[config.mk]
export PLATFORM = sky130hd
export DESIGN_NAME = ber_oid_arc_decoder
export DESIGN_NICKNAME = d
export VERILOG_FILES = /design/src/rtl/boad_pkg.sv /design/src/rtl/boad_step.sv /design/src/rtl/boad_outq.sv /design/src/rtl/ber_oid_arc_decoder.sv
export SDC_FILE = /design/constraint.sdc
export NUM_CORES = 1
export LEC_CHECK = 0
export BUFFER_PORTS_ARGS = -buffer_cell sky130_fd_sc_hd__buf_2
export CAP_MARGIN = 30
export CORE_UTILIZATION = 27
export DETAILED_ROUTE_END_ITERATION = 16
export GPL_TIMING_DRIVEN = 0
export PLACE_DENSITY_LB_ADDON = 0.12
export SLEW_MARGIN = 20
export SYNTH_ARGS = -nofsm -noshare
export SYNTH_HDL_FRONTEND = slang
export SYNTH_HIERARCHICAL = 1
export SYNTH_SLANG_ARGS = --single-unit
[constraint.sdc]
create_clock -name clk -period 14.5 [get_ports clk]
set_input_delay 1.45 -clock clk [delete_from_list [all_inputs] [get_ports clk]]
set_output_delay 1.45 -clock clk [all_outputs]
set_load 0.02 [all_outputs]
[src/rtl/boad_pkg.sv]
// Types, constants and helpers for the BER OID arc decoder.
package boad_pkg;

  localparam int IN_TDATA_W  = 16;
  localparam int IN_TUSER_W  = 2;
  localparam int OUT_TDATA_W = 48;
  localparam int CFG_INDEX_W = 1;
  localparam int CFG_DATA_W  = 8;

  localparam logic [7:0]  ARC_LIMIT     = 8'd128;
  localparam logic [7:0]  OID_TAG_RESET = 8'd6;
  // accumulator above this would lose bits on the next 7-bit shift
  localparam logic [31:0] SHIFT_LIMIT   = 32'h01FF_FFFF;

  localparam int OUTQ_DEPTH = 4;
  localparam int OUTQ_PTR_W = 2;
  localparam int OUTQ_CNT_W = 3;

  typedef enum logic [2:0] {
    ST_OK       = 3'd0,
    ST_BAD_TAG  = 3'd1,
    ST_BAD_LEN  = 3'd2,
    ST_OVERFLOW = 3'd3,
    ST_TRUNC    = 3'd4
  } boad_status_t;

  typedef enum logic [CFG_INDEX_W-1:0] {
    REG_MAX_ARCS = 1'b0,
    REG_OID_TAG  = 1'b1
  } boad_reg_t;

  typedef struct packed {
    logic [7:0] max_arcs;
    logic [7:0] oid_tag;
  } boad_cfg_t;

  typedef struct packed {
    logic [7:0] tag;
    logic [7:0] data_byte;
    logic       is_first;
    logic       is_last;
    logic       is_empty;
  } boad_item_t;

  typedef struct packed {
    logic [31:0]  arc;
    logic         arc_valid;
    boad_status_t status;
    logic         done_res;
    logic [7:0]   arc_count;
  } boad_res_t;

  // byte / 40 as ((byte >> 3) * 13) >> 6, exact for all 8-bit values
  function automatic logic [2:0] div40(input logic [7:0] b);
    logic [8:0] p;
    p = 9'(b[7:3]) * 9'd13;
    return p[8:6];
  endfunction

  function automatic logic [5:0] mod40(input logic [7:0] b);
    logic [2:0] q;
    logic [7:0] qm;
    logic [7:0] r;
    q  = div40(b);
    qm = {q, 5'b0} + {2'b0, q, 3'b0};
    r  = b - qm;
    return r[5:0];
  endfunction

  function automatic boad_res_t err_res(input boad_status_t st);
    boad_res_t r;
    r.arc       = '0;
    r.arc_valid = 1'b0;
    r.status    = st;
    r.done_res  = 1'b1;
    r.arc_count = '0;
    return r;
  endfunction

endpackage

[src/rtl/boad_step.sv]
// Per-octet decode: state registers plus the logic that folds one octet in.
module boad_step (
  input  logic               clk,
  input  logic               rst,
  input  logic               en,
  input  boad_pkg::boad_item_t item,
  input  boad_pkg::boad_cfg_t  cfg,
  output boad_pkg::boad_res_t  res0,
  output boad_pkg::boad_res_t  res1,
  output logic [1:0]         n_res
);
  import boad_pkg::*;

  logic [31:0] arc_accum, arc_accum_next;
  logic [7:0]  arcs_emitted, arcs_emitted_next;
  logic        discarding, discarding_next;

  logic [31:0] acc_sh;
  logic [7:0]  emit_inc;
  logic        opens;

  assign opens    = item.is_first | item.is_empty;
  assign acc_sh   = {arc_accum[24:0], item.data_byte[6:0]};
  assign emit_inc = arcs_emitted + 8'd1;

  always_comb begin
    arc_accum_next    = arc_accum;
    arcs_emitted_next = arcs_emitted;
    discarding_next   = discarding;
    res0              = err_res(ST_OK);
    res1              = err_res(ST_OK);
    n_res             = 2'd0;
    if (opens) begin
      // a first item abandons whatever was open
      arc_accum_next    = '0;
      arcs_emitted_next = '0;
      discarding_next   = 1'b0;
      n_res             = 2'd1;
      if (item.tag != cfg.oid_tag) begin
        res0            = err_res(ST_BAD_TAG);
        discarding_next = !(item.is_empty | item.is_last);
      end else if (item.is_empty) begin
        res0 = err_res(ST_BAD_LEN);
      end else if (cfg.max_arcs < 8'd2) begin
        res0            = err_res(ST_OVERFLOW);
        discarding_next = !item.is_last;
      end else begin
        n_res          = 2'd2;
        res0.arc       = {29'b0, div40(item.data_byte)};
        res0.arc_valid = 1'b1;
        res0.done_res  = 1'b0;
        res1.arc       = {26'b0, mod40(item.data_byte)};
        res1.arc_valid = 1'b1;
        res1.done_res  = item.is_last;
        res1.arc_count = item.is_last ? 8'd2 : 8'd0;
        arcs_emitted_next = item.is_last ? 8'd0 : 8'd2;
      end
    end else if (discarding) begin
      if (item.is_last) begin
        discarding_next = 1'b0;
      end
    end else if (arcs_emitted != 8'd0) begin
      if (arc_accum > SHIFT_LIMIT) begin
        n_res             = 2'd1;
        res0              = err_res(ST_OVERFLOW);
        arc_accum_next    = '0;
        arcs_emitted_next = '0;
        discarding_next   = !item.is_last;
      end else if (item.data_byte[7]) begin
        if (item.is_last) begin
          n_res             = 2'd1;
          res0              = err_res(ST_TRUNC);
          arc_accum_next    = '0;
          arcs_emitted_next = '0;
        end else begin
          arc_accum_next = acc_sh;
        end
      end else if (arcs_emitted >= cfg.max_arcs) begin
        n_res             = 2'd1;
        res0              = err_res(ST_OVERFLOW);
        arc_accum_next    = '0;
        arcs_emitted_next = '0;
        discarding_next   = !item.is_last;
      end else begin
        n_res             = 2'd1;
        res0.arc          = acc_sh;
        res0.arc_valid    = 1'b1;
        res0.done_res     = item.is_last;
        res0.arc_count    = item.is_last ? emit_inc : 8'd0;
        arc_accum_next    = '0;
        arcs_emitted_next = item.is_last ? 8'd0 : emit_inc;
      end
    end
    if (!en) begin
      n_res = 2'd0;
    end
  end

  always_ff @(posedge clk) begin
    if (rst) begin
      arc_accum    <= '0;
      arcs_emitted <= '0;
      discarding   <= 1'b0;
    end else if (en) begin
      arc_accum    <= arc_accum_next;
      arcs_emitted <= arcs_emitted_next;
      discarding   <= discarding_next;
    end
  end

endmodule

[src/rtl/boad_outq.sv]
// Small result queue: takes up to two results a cycle, gives one.
module boad_outq (
  input  logic               clk,
  input  logic               rst,
  input  logic [1:0]         n_push,
  input  boad_pkg::boad_res_t  push0,
  input  boad_pkg::boad_res_t  push1,
  input  logic               pop,
  output boad_pkg::boad_res_t  head,
  output logic               not_empty,
  output logic               room2
);
  import boad_pkg::*;

  boad_res_t             mem [OUTQ_DEPTH];
  logic [OUTQ_PTR_W-1:0] wr_ptr, rd_ptr;
  logic [OUTQ_PTR_W-1:0] wr_ptr_p1;
  logic [OUTQ_CNT_W-1:0] count, count_next;
  logic                  do_pop;

  assign not_empty = (count != '0);
  assign room2     = (count <= OUTQ_CNT_W'(OUTQ_DEPTH - 2));
  assign head      = mem[rd_ptr];
  assign do_pop    = pop & not_empty;
  assign wr_ptr_p1 = wr_ptr + 1'b1;
  assign count_next = count + OUTQ_CNT_W'(n_push) - OUTQ_CNT_W'(do_pop);

  always_ff @(posedge clk) begin
    if (n_push != 2'd0) begin
      mem[wr_ptr] <= push0;
    end
    if (n_push == 2'd2) begin
      mem[wr_ptr_p1] <= push1;
    end
  end

  always_ff @(posedge clk) begin
    if (rst) begin
      wr_ptr <= '0;
      rd_ptr <= '0;
      count  <= '0;
    end else begin
      wr_ptr <= wr_ptr + OUTQ_PTR_W'(n_push);
      rd_ptr <= rd_ptr + OUTQ_PTR_W'(do_pop);
      count  <= count_next;
    end
  end

endmodule

[src/rtl/ber_oid_arc_decoder.sv]
// Top level of the BER OBJECT IDENTIFIER arc decoder.
// Takes one content octet per transaction and emits decoded arcs. An octet is
// registered on input, then decoded against the accumulator and arc count
// once the queue has room for two results; its results (up to two for a
// first octet, at most one otherwise) go into a four-entry result queue.
// An octet can be taken every cycle as long as the queue has room for two
// results, so the sustained rate is one octet per cycle, bounded by the
// output port at one result per cycle; first octets, with two results each,
// are slower. Every element ends in a result with tlast set and a status.
module ber_oid_arc_decoder (
  input  logic                                clk,
  input  logic                                rst,
  input  logic                                s_tvalid,
  output logic                                s_tready,
  input  logic [boad_pkg::IN_TDATA_W-1:0]     s_tdata,  // tag, data_byte
  input  logic [boad_pkg::IN_TUSER_W-1:0]     s_tuser,  // is_first, is_empty
  input  logic                                s_tlast,  // is_last
  output logic                                m_tvalid,
  input  logic                                m_tready,
  output logic [boad_pkg::OUT_TDATA_W-1:0]    m_tdata,  // arc, status, arc_count
  output logic                                m_tuser,  // arc_valid
  output logic                                m_tlast,  // done_res
  input  logic                                cfg_wr_en,
  input  logic [boad_pkg::CFG_INDEX_W-1:0]    cfg_index,
  input  logic [boad_pkg::CFG_DATA_W-1:0]     cfg_wr_data
);
  import boad_pkg::*;

  boad_cfg_t  cfg;
  boad_item_t in_q;
  logic       in_q_valid;
  logic       advance;
  logic       room2;
  logic       q_not_empty;
  boad_res_t  res0, res1, head;
  logic [1:0] n_res;

  assign advance  = in_q_valid & room2;
  assign s_tready = !in_q_valid | room2;

  always_ff @(posedge clk) begin
    if (rst) begin
      cfg.max_arcs <= ARC_LIMIT;
      cfg.oid_tag  <= OID_TAG_RESET;
    end else if (cfg_wr_en) begin
      case (boad_reg_t'(cfg_index))
        REG_MAX_ARCS: cfg.max_arcs <= cfg_wr_data;
        REG_OID_TAG:  cfg.oid_tag  <= cfg_wr_data;
        default: ;
      endcase
    end
  end

  always_ff @(posedge clk) begin
    if (rst) begin
      in_q_valid <= 1'b0;
    end else if (s_tvalid && s_tready) begin
      in_q_valid <= 1'b1;
    end else if (advance) begin
      in_q_valid <= 1'b0;
    end
  end

  always_ff @(posedge clk) begin
    if (s_tvalid && s_tready) begin
      in_q.tag       <= s_tdata[7:0];
      in_q.data_byte <= s_tdata[15:8];
      in_q.is_first  <= s_tuser[0];
      in_q.is_empty  <= s_tuser[1];
      in_q.is_last   <= s_tlast;
    end
  end

  boad_step u_step (
    .clk   (clk),
    .rst   (rst),
    .en    (advance),
    .item  (in_q),
    .cfg   (cfg),
    .res0  (res0),
    .res1  (res1),
    .n_res (n_res)
  );

  boad_outq u_outq (
    .clk       (clk),
    .rst       (rst),
    .n_push    (n_res),
    .push0     (res0),
    .push1     (res1),
    .pop       (m_tready),
    .head      (head),
    .not_empty (q_not_empty),
    .room2     (room2)
  );

  assign m_tvalid = q_not_empty;
  assign m_tdata  = {5'b0, head.arc_count, head.status, head.arc};
  assign m_tuser  = head.arc_valid;
  assign m_tlast  = head.done_res;

endmodule

==> out/summary.txt, run 1 <==
Run status - completed
Area growth, synth to finish - 19.63%
Post-CTS Setup Repair Bufs - 0
Clk slew on worst S/H paths - 0.06 ns
Ys async rst share - 0
Drt total wl - 35940 um
Mapped Cells - 1009
Synth top area share - 0.4250
Die area - 52990 sq um
Crit path time final - 4.610 ns
Met2 usage - 0.2321
Die Width - 230.2 um
FMAX - 216.9 MHz
Crit path capture type - register
Worst path required time - 14.79 ns
Final Hold Fails - 0
Starting Density - 0.2735
Top-level port count - 85
Final Instance Area - 16820 sq um
Final TNS setup - 0 ns
Largest net degree at the start of global routing - 20
Global-route wire length before repair - 54350 um
Avg WL per Cell - 19.11 um
Synth top area cells - edfxtp_1 42%, dfxtp_1 9.3%, mux2_4 8.4%, mux4_2 7.2%, mux2_2 6.6%
Worst Skew - 0.02269 ns
Final setup violation count - 0
Count leader, synth - edfxtp_1
PD cells - 123.8 nW/um^2
CTS H-tree depth - 2
Clock sink count - 264
Fin Hold WS - 0.4590 ns
Int Power - 1.501 mW
First DRT Iteration DRCs - 342
Worst min-delay path startpoint - u_step/arc_accum[29]$_SDFFE_PP0P_
Met3 usage in global routing - 0.02679
Layout Nets - 1240
Antenna-violating nets left - 0
Flop pwr share - 0.412
Via count - 8359
Worst Tran Pin Value - 0.8239 ns
Vias in the first global route - 8744
Synth Flop Type - edfxtp_1
Initial antenna violation count - 0
Distinct cells, synth - 71
Post-DP HPWL - 25090 um
Worst VDD drop - 0.07828 mV
Gate power share - 0.195
Drt drc - 0
Area after DPL - 15730 sq um
FP Rows - 83
Reg-to-reg startpoint - in_q[8]$_DFFE_PP_
Register area share after synthesis - 0.5175
GPL Wtd Cong - 0.7451
Via density - 4.444
Met1 Use GR - 0.1774
Critical path startpoint category - register
Post-synth EDFFs - 199
CP Class - register to register
Total CTS buffers - 34
Clk_lat worst skew - 0.55 ns
NetSw - 581.8 uW
Ratio of cells with drive above 1 in the final layout - 0.3680
Tcrit/Tclk final - 0.3179
Critical path arrival - 4.90 ns
RSZ-0062 raised after global routing - false
Hold Crit Class - register to register
IO buf count - 78
P_leak - 6.252 nW
CTS Buffer Depth - 3
Avg Inst Size Synth - 13.94 sq um
Hold_buf cts - 0
Yosys reg bits - 264
CTS tree - built
Crit. Startpoint - in_q[8]$_DFFE_PP_
Critical path fanouts, max - 7
Clock share of power - 0.393
Total power - 2.083 mW
Slew Limit Fails - 0
Synth area leader - edfxtp_1
DRT Pass-1 Iters - 5
Sw Ratio - 0.2793
Fin util - 0.3272
Die height - 230.2 um
Max cap viols - 0
Root Driver - clkbuf_16
Number of diodes - 0
Worst slew margin - 0.4507
Gr ovfl total - 0
Resized cells post-CTS - 0
Synth Warn # - 6
Core ar. - 51410 sq um
Most Crowded Layer GR - met2
Top cells by count, synth - 199 x edfxtp_1, 83 x mux2_2, 79 x mux2_4
Synthesized area - 14060 sq um
Gr usage total - 0.1371
cell usage in the layout, fill, tap and decap left out, drive strengths merged, types with 4 or more instances in the layout:
cell type and instances:
edfxtp 199, mux2 182, buf 172, nand2 75, clkbuf 69, dfxtp 65, mux4 45, conb 41
a21oi 41, and2 32, nor2 31, inv 31, ha 30, nand2b 25, nor3 15, mux2i 14
nor4 11, o21ai 10, xor2 10, xnor2 7, o211ai 6, clkinv 6, and3 5, nand3 5
nor2b 5, nor4b 5, nand4 4, o2111ai 4
final timing paths:
check	depth (start not counted)	slack, ns	end
max	15	9.89	u_outq/mem[1][18]$_DFFE_PP_
min	2	0.46	u_step/arc_accum[29]$_SDFFE_PP0P_
max reg2reg	15	9.89	u_outq/mem[1][18]$_DFFE_PP_
min reg2reg	2	0.46	u_step/arc_accum[29]$_SDFFE_PP0P_
cell type report:
| type | instances | area [sq um] |
|---|---|---|
| buffer | 98 | 690.7 |
| clock buffer | 52 | 983.4 |
| clock inverter | 10 | 92.59 |
| fill | 5139 | 34580 |
| inverter | 29 | 108.9 |
| multi-input combinational | 657 | 6171 |
| sequential | 264 | 7277 |
| tap | 680 | 850.8 |
| timing repair buffer | 91 | 646.9 |
power by group through the flow:
stage,Combinational (mW),Clock (mW),Sequential [mW]
3_3_place_gp,0.404,0,0.880
5_1_grt,0.443,0.874,0.862
4_1_cts,0.417,0.852,0.859
6_report,0.407,0.818,0.859
2_1_floorplan,0.283,0,0.869
3_5_place_dp,0.416,0,0.875
per-stage QoR:
stage,setup slack (ns),cells
after floorplan,8.789,1048
after global placement,4.037,1806
after detailed placement,9.928,1818
after CTS,9.903,1880
after global routing,9.679,1881
final,9.890,1881
layer usage:
layer	vias to the layer above	routed length, um
li1	4045	-
met1	4118	16600
met2	151	17290
met3	45	1337
met4	0	714
met5	-	0
state kept, by name (all words and copies together), names as in the netlist:
name / cells
in_q_valid: 1
u_outq/mem: 180
u_step/arcs_emitted: 8
u_outq/rd_ptr: 2
cfg: 16
u_step/arc_accum: 32
u_outq/count: 3
u_step/discarding: 1
u_outq/wr_ptr: 2
in_q: 19
critical path, cell delays in order (launching register included):
cell	delay, ns
edfxtp_1	0.57
ha_1	0.37
fa_1	0.46
ha_1	0.31
nand4_1	0.13
a211oi_1	0.34
or2_2	0.18
xor2_1	0.24
ha_1	0.28
ha_1	0.20
xnor2_1	0.18
xnor2_1	0.10
or3_1	0.34
a21oi_1	0.15
and3b_1	0.25
mux2_2	0.28
kinds of logic after synthesis:
group                      synth area share
DFF                                  0.5175
muxes                                0.2489
and+or+nand+nor                     0.08765
buffers and inverters               0.05686
AOI/OAI and AO/OA                   0.04512
adders and majority gates           0.02954
xor gates and xnor gates            0.01388
other                             0.0005341
Power figures use the tool's default switching activity.
==> inputs of run 2 (changes only) <==
--- a/config.mk
+++ b/config.mk
@@ -5,6 +5,7 @@
 export SDC_FILE = /design/constraint.sdc
 export NUM_CORES = 1
 export LEC_CHECK = 0
+export ABC_AREA = 1
 export BUFFER_PORTS_ARGS = -buffer_cell sky130_fd_sc_hd__buf_2
 export CAP_MARGIN = 30
 export CORE_UTILIZATION = 27
==> constraint.sdc (replaced) <==
create_clock -name clk -period 4.6 [get_ports clk]
set_input_delay 0.46 -clock clk [delete_from_list [all_inputs] [get_ports clk]]
set_output_delay 0.46 -clock clk [all_outputs]
set_load 0.02 [all_outputs]
==> run 2 against run 1 <==
Compared with the run above:
- worst setup slack lost 9.3 ns
- combinational power grew to 4.3 times the previous value
- cell area shrank 3.3%
- clock power rose to 3.0 times the previous value
- clock-buffer cell count fell by 19
==> out/summary.txt, run 2 <==
RSZ-0062 raised after global routing - false
Reg-to-reg startpoint - u_outq/count[2]$_SDFF_PP0_
Synth area leader - edfxtp_1
Max reg flops - 180 (unchanged)
Area growth, synth to finish - 18.53%
Post-synthesis simple-gate area fraction - 0.1725 (+0.08490)
Compound-cell area share of the yosys netlist - 0.1617 (+0.1166)
Post-CTS Setup Repair Bufs - 0 (unchanged)
Critical path arrival - 4.33 ns (-0.57 ns)
Post-DP HPWL - 30250 um (+21%)
Placed Cells - 2347 (+29%)
Total CTS buffers - 31 (-8.8%)
Post-route insts no fill - 2405 (+28%)
Synth Area in XOR/XNOR - 0.008299 (-0.005582)
Post-Synth Adder-Cell Area - 0.03028 (+0.0007355)
Crit. Startpoint - u_outq/count[2]$_SDFF_PP0_
Crit path buf inv count - 4 (+4)
Distinct cells, synth - 43 (-39%)
Met3 usage in global routing - 0.02117 (-0.005619)
Setup ws final - 0.5850 ns (-9.305 ns)
P_leak - 5.815 nW (-7.0%)
Tcrit/Tclk final - 0.8728 (+0.5549)
Fillers - 5316 (+3.4%)
Avg WL per Cell - 18.00 um (-5.8%)
Int Power - 4.657 mW (+210%)
Mapped Cells - 1550 (+54%)
Drt drc - 0 (unchanged)
Hold_buf cts - 0 (unchanged)
CP Class - register to register
GPL Wtd Cong - 0.7626 (+2.3%)
Synth Warn # - 6 (unchanged)
Reg-to-reg slack, setup - 0.58 ns (-9.30 ns)
Most Crowded Layer GR - met2
Clk slew on worst S/H paths - 0.06 ns (about the same)
Max cap viols - 0 (unchanged)
Count leader, synth - nand2_1
Top-level port count - 85 (unchanged)
Die Width - 227.4 um (-1.2%)
Gr ovfl total - 0 (unchanged)
Run status - completed
Worst path required time - 4.92 ns (-9.87 ns)
Clock share of power - 0.350 (-0.043)
Gr usage total - 0.1695 (+0.03244)
Final Hold Fails - 0 (unchanged)
Critical path fanouts, max - 27 (+20)
Most frequent cells in the layout - 273 x nand2_1, 257 x o21ai_0, 212 x nor2_1, 199 x edfxtp_1, 157 x inv_1
DRT Pass-1 Iters - 5 (unchanged)
Hold path endpoint - in_q[9]$_DFFE_PP_
Antenna-violating nets left - 0 (unchanged)
FF-to-FF path depth - 12 (-3)
Main combinational cell family by area after synthesis - simple AND/OR/NAND/NOR gates
Fin Hold WS - 0.06378 ns (-0.3952 ns)
Layout Nets - 1773 (+43%)
Clk_lat worst skew - 0.58 ns (+0.03 ns)
Vias in the first global route - 10640 (+22%)
Starting Density - 0.2735 (about the same)
Global-route wire length before repair - 65340 um (+20%)
Register area share after synthesis - 0.5304 (+0.01289)
FMAX - 249.1 MHz (+15%)
Multiplexer share of the synthesized area - 0 (-0.2489)
Post-synth EDFFs - 199 (unchanged)
Reg2Reg Capture Point - u_outq/mem[1][20]$_DFFE_PP_
IO buf count - 78 (unchanged)
Crit path time final - 4.015 ns (-0.5950 ns)
Gate power share - 0.250 (+0.055)
Worst slew margin - 0.4884 (+0.03763)
NetSw - 2.301 mW (+300%)
Initial antenna violation count - 1 (+1)
Final setup violation count - 0 (unchanged)
Worst VDD drop - 0.2576 mV (+230%)
Top cells by count, synth - 276 x nand2_1, 257 x o21ai_0, 212 x nor2_1
Fin util - 0.3241 (-0.003093)
Avg Inst Size Synth - 8.851 sq um (-36%)
Sw Ratio - 0.3307 (+0.05141)
Clock sink count - 264 (unchanged)
Met1 Use GR - 0.2288 (+0.05142)
Synth top area share - 0.4356 (+0.01058)
Via density - 4.525 (+1.8%)
Drt total wl - 43300 um (+20%)
Dpl ws - 0.4765 ns (-9.452 ns)
Worst Skew - 0.01822 ns (-0.004470 ns)
Critical path startpoint category - register
Met2 usage - 0.2900 (+0.05791)
CP peak stage delay - 0.61 ns (+0.04 ns)
Worst path cell trace - a21oi_1 -> nand2_1 -> inv_1 -> inv_1 -> a21oi_1 -> nand3_2 -> nor2_1 -> nor2_4 -> nand2_2 -> clkbuf_1 -> nand2_4 -> buf_12
Largest net degree at the start of global routing - 28 (+40%)
Synth top area cells - edfxtp_1 44%, dfxtp_1 9.5%, o21ai_0 9.4%, nand2_1 7.6%, nor2_1 5.8%
Ratio of cells with drive above 1 in the final layout - 0.1645 (-0.2036)
CTS H-tree depth - 1 (-1)
Biggest regs - u_outq/mem: 180 flops, u_step/arc_accum: 32 flops, in_q: 19 flops
Synthesized area - 13720 sq um (-2.4%)
Worst min-delay path startpoint - s_tdata[14]
Synth Flop Type - edfxtp_1
FP Rows - 82 (-1.2%)
Via count - 10880 (+30%)
Die area - 51720 sq um (-2.4%)
Root Driver - clkbuf_16
Hold Crit Class - input port to register
Resized cells post-CTS - 0 (unchanged)
Slew Limit Fails - 0 (unchanged)
Number of diodes - 0 (unchanged)
Flop pwr share - 0.400 (-0.012)
PD cells - 427.9 nW/um^2 (+250%)
Worst Tran Pin Value - 0.7674 ns (-0.05644 ns)
Slowest stage cell, crit path - nor2_1
CTS Buffer Depth - 3 (unchanged)
Leading cell type in the layout, fill and taps excluded - nand2_1
CP top delay family - simple AND/OR/NAND/NOR gates
Worst path depth - 12 (-3)
Crit path capture type - register
Core ar. - 50170 sq um (-2.4%)
First DRT Iteration DRCs - 601 (+76%)
Largest Register - u_outq/mem
Die height - 227.4 um (-1.2%)
Yosys reg bits - 264 (unchanged)
Ys async rst share - 0 (unchanged)
Worst Hold Depth - 1 (-1)
CTS tree - built
==> run 2: stage by stage <==
stage / power [mW] / setup TNS [ns] / area, sq um
6_report: 6.958 / 0 / 16260
5_1_grt: 7.331 / 0 / 16260
4_1_cts: 7.082 / 0 / 16260
3_5_place_dp: 4.617 / 0 / 15260
3_3_place_gp: 4.599 / -246.58 / 15100
2_1_floorplan: 3.918 / 0 / 13870
==> run 2: worst max-delay path by stage <==
stage | endpoint | slack, ns
floorplan | u_outq/mem[3][0]$_DFFE_PP_ | 0.66
finish | u_outq/mem[1][20]$_DFFE_PP_ | 0.58
CTS | u_outq/mem[2][5]$_DFFE_PP_ | 0.46
global placement | u_outq/mem[3][24]$_DFFE_PP_ | -2.41
detailed placement | u_outq/mem[2][9]$_DFFE_PP_ | 0.48
global route | u_outq/mem[2][8]$_DFFE_PP_ | 0.28
==> run 2: routing by layer <==
layer	part of all wire	wire length, um
met1	0.46	19790
met2	0.48	20850
met3	0.048	2059
met4	0.014	593
met5	0	0
==> run 2: cell families (layout without fill, tap and decap cells) <==
logic type | after synthesis | in the layout
and+or+nand+nor | 570 | 570
AOI/OAI and AO/OA | 385 | 385
buffers and inverters | 284 | 428
DFF | 264 | 264
adders and majority gates | 32 | 32
xor gates and xnor gates | 13 | 13
other | 2 | 41
==> run 2: area by class of cell <==
| cell class | instances | area (sq um) | area share |
|---|---|---|---|
| clock buffers | 33 | 783.3 | 0.04817 |
| plain buffers | 120 | 699.4 | 0.04301 |
| multi-input cells | 1041 | 5309 | 0.3265 |
| inverters | 164 | 620.6 | 0.03816 |
| well taps | 672 | 840.8 | 0.05170 |
| clock inverters | 25 | 221.5 | 0.01362 |
| repair buffers | 86 | 510.5 | 0.03139 |
| flip-flops and latches | 264 | 7277 | 0.4475 |
==> run 2: power groups by stage <==
stage | Sequential, mW | Combinational, mW | Clock [mW]
finish | 2.78 | 1.74 | 2.44
detailed placement | 2.84 | 1.78 | 0
global route | 2.80 | 1.93 | 2.60
floorplan | 2.81 | 1.11 | 0
CTS | 2.78 | 1.79 | 2.51
global placement | 2.84 | 1.76 | 0
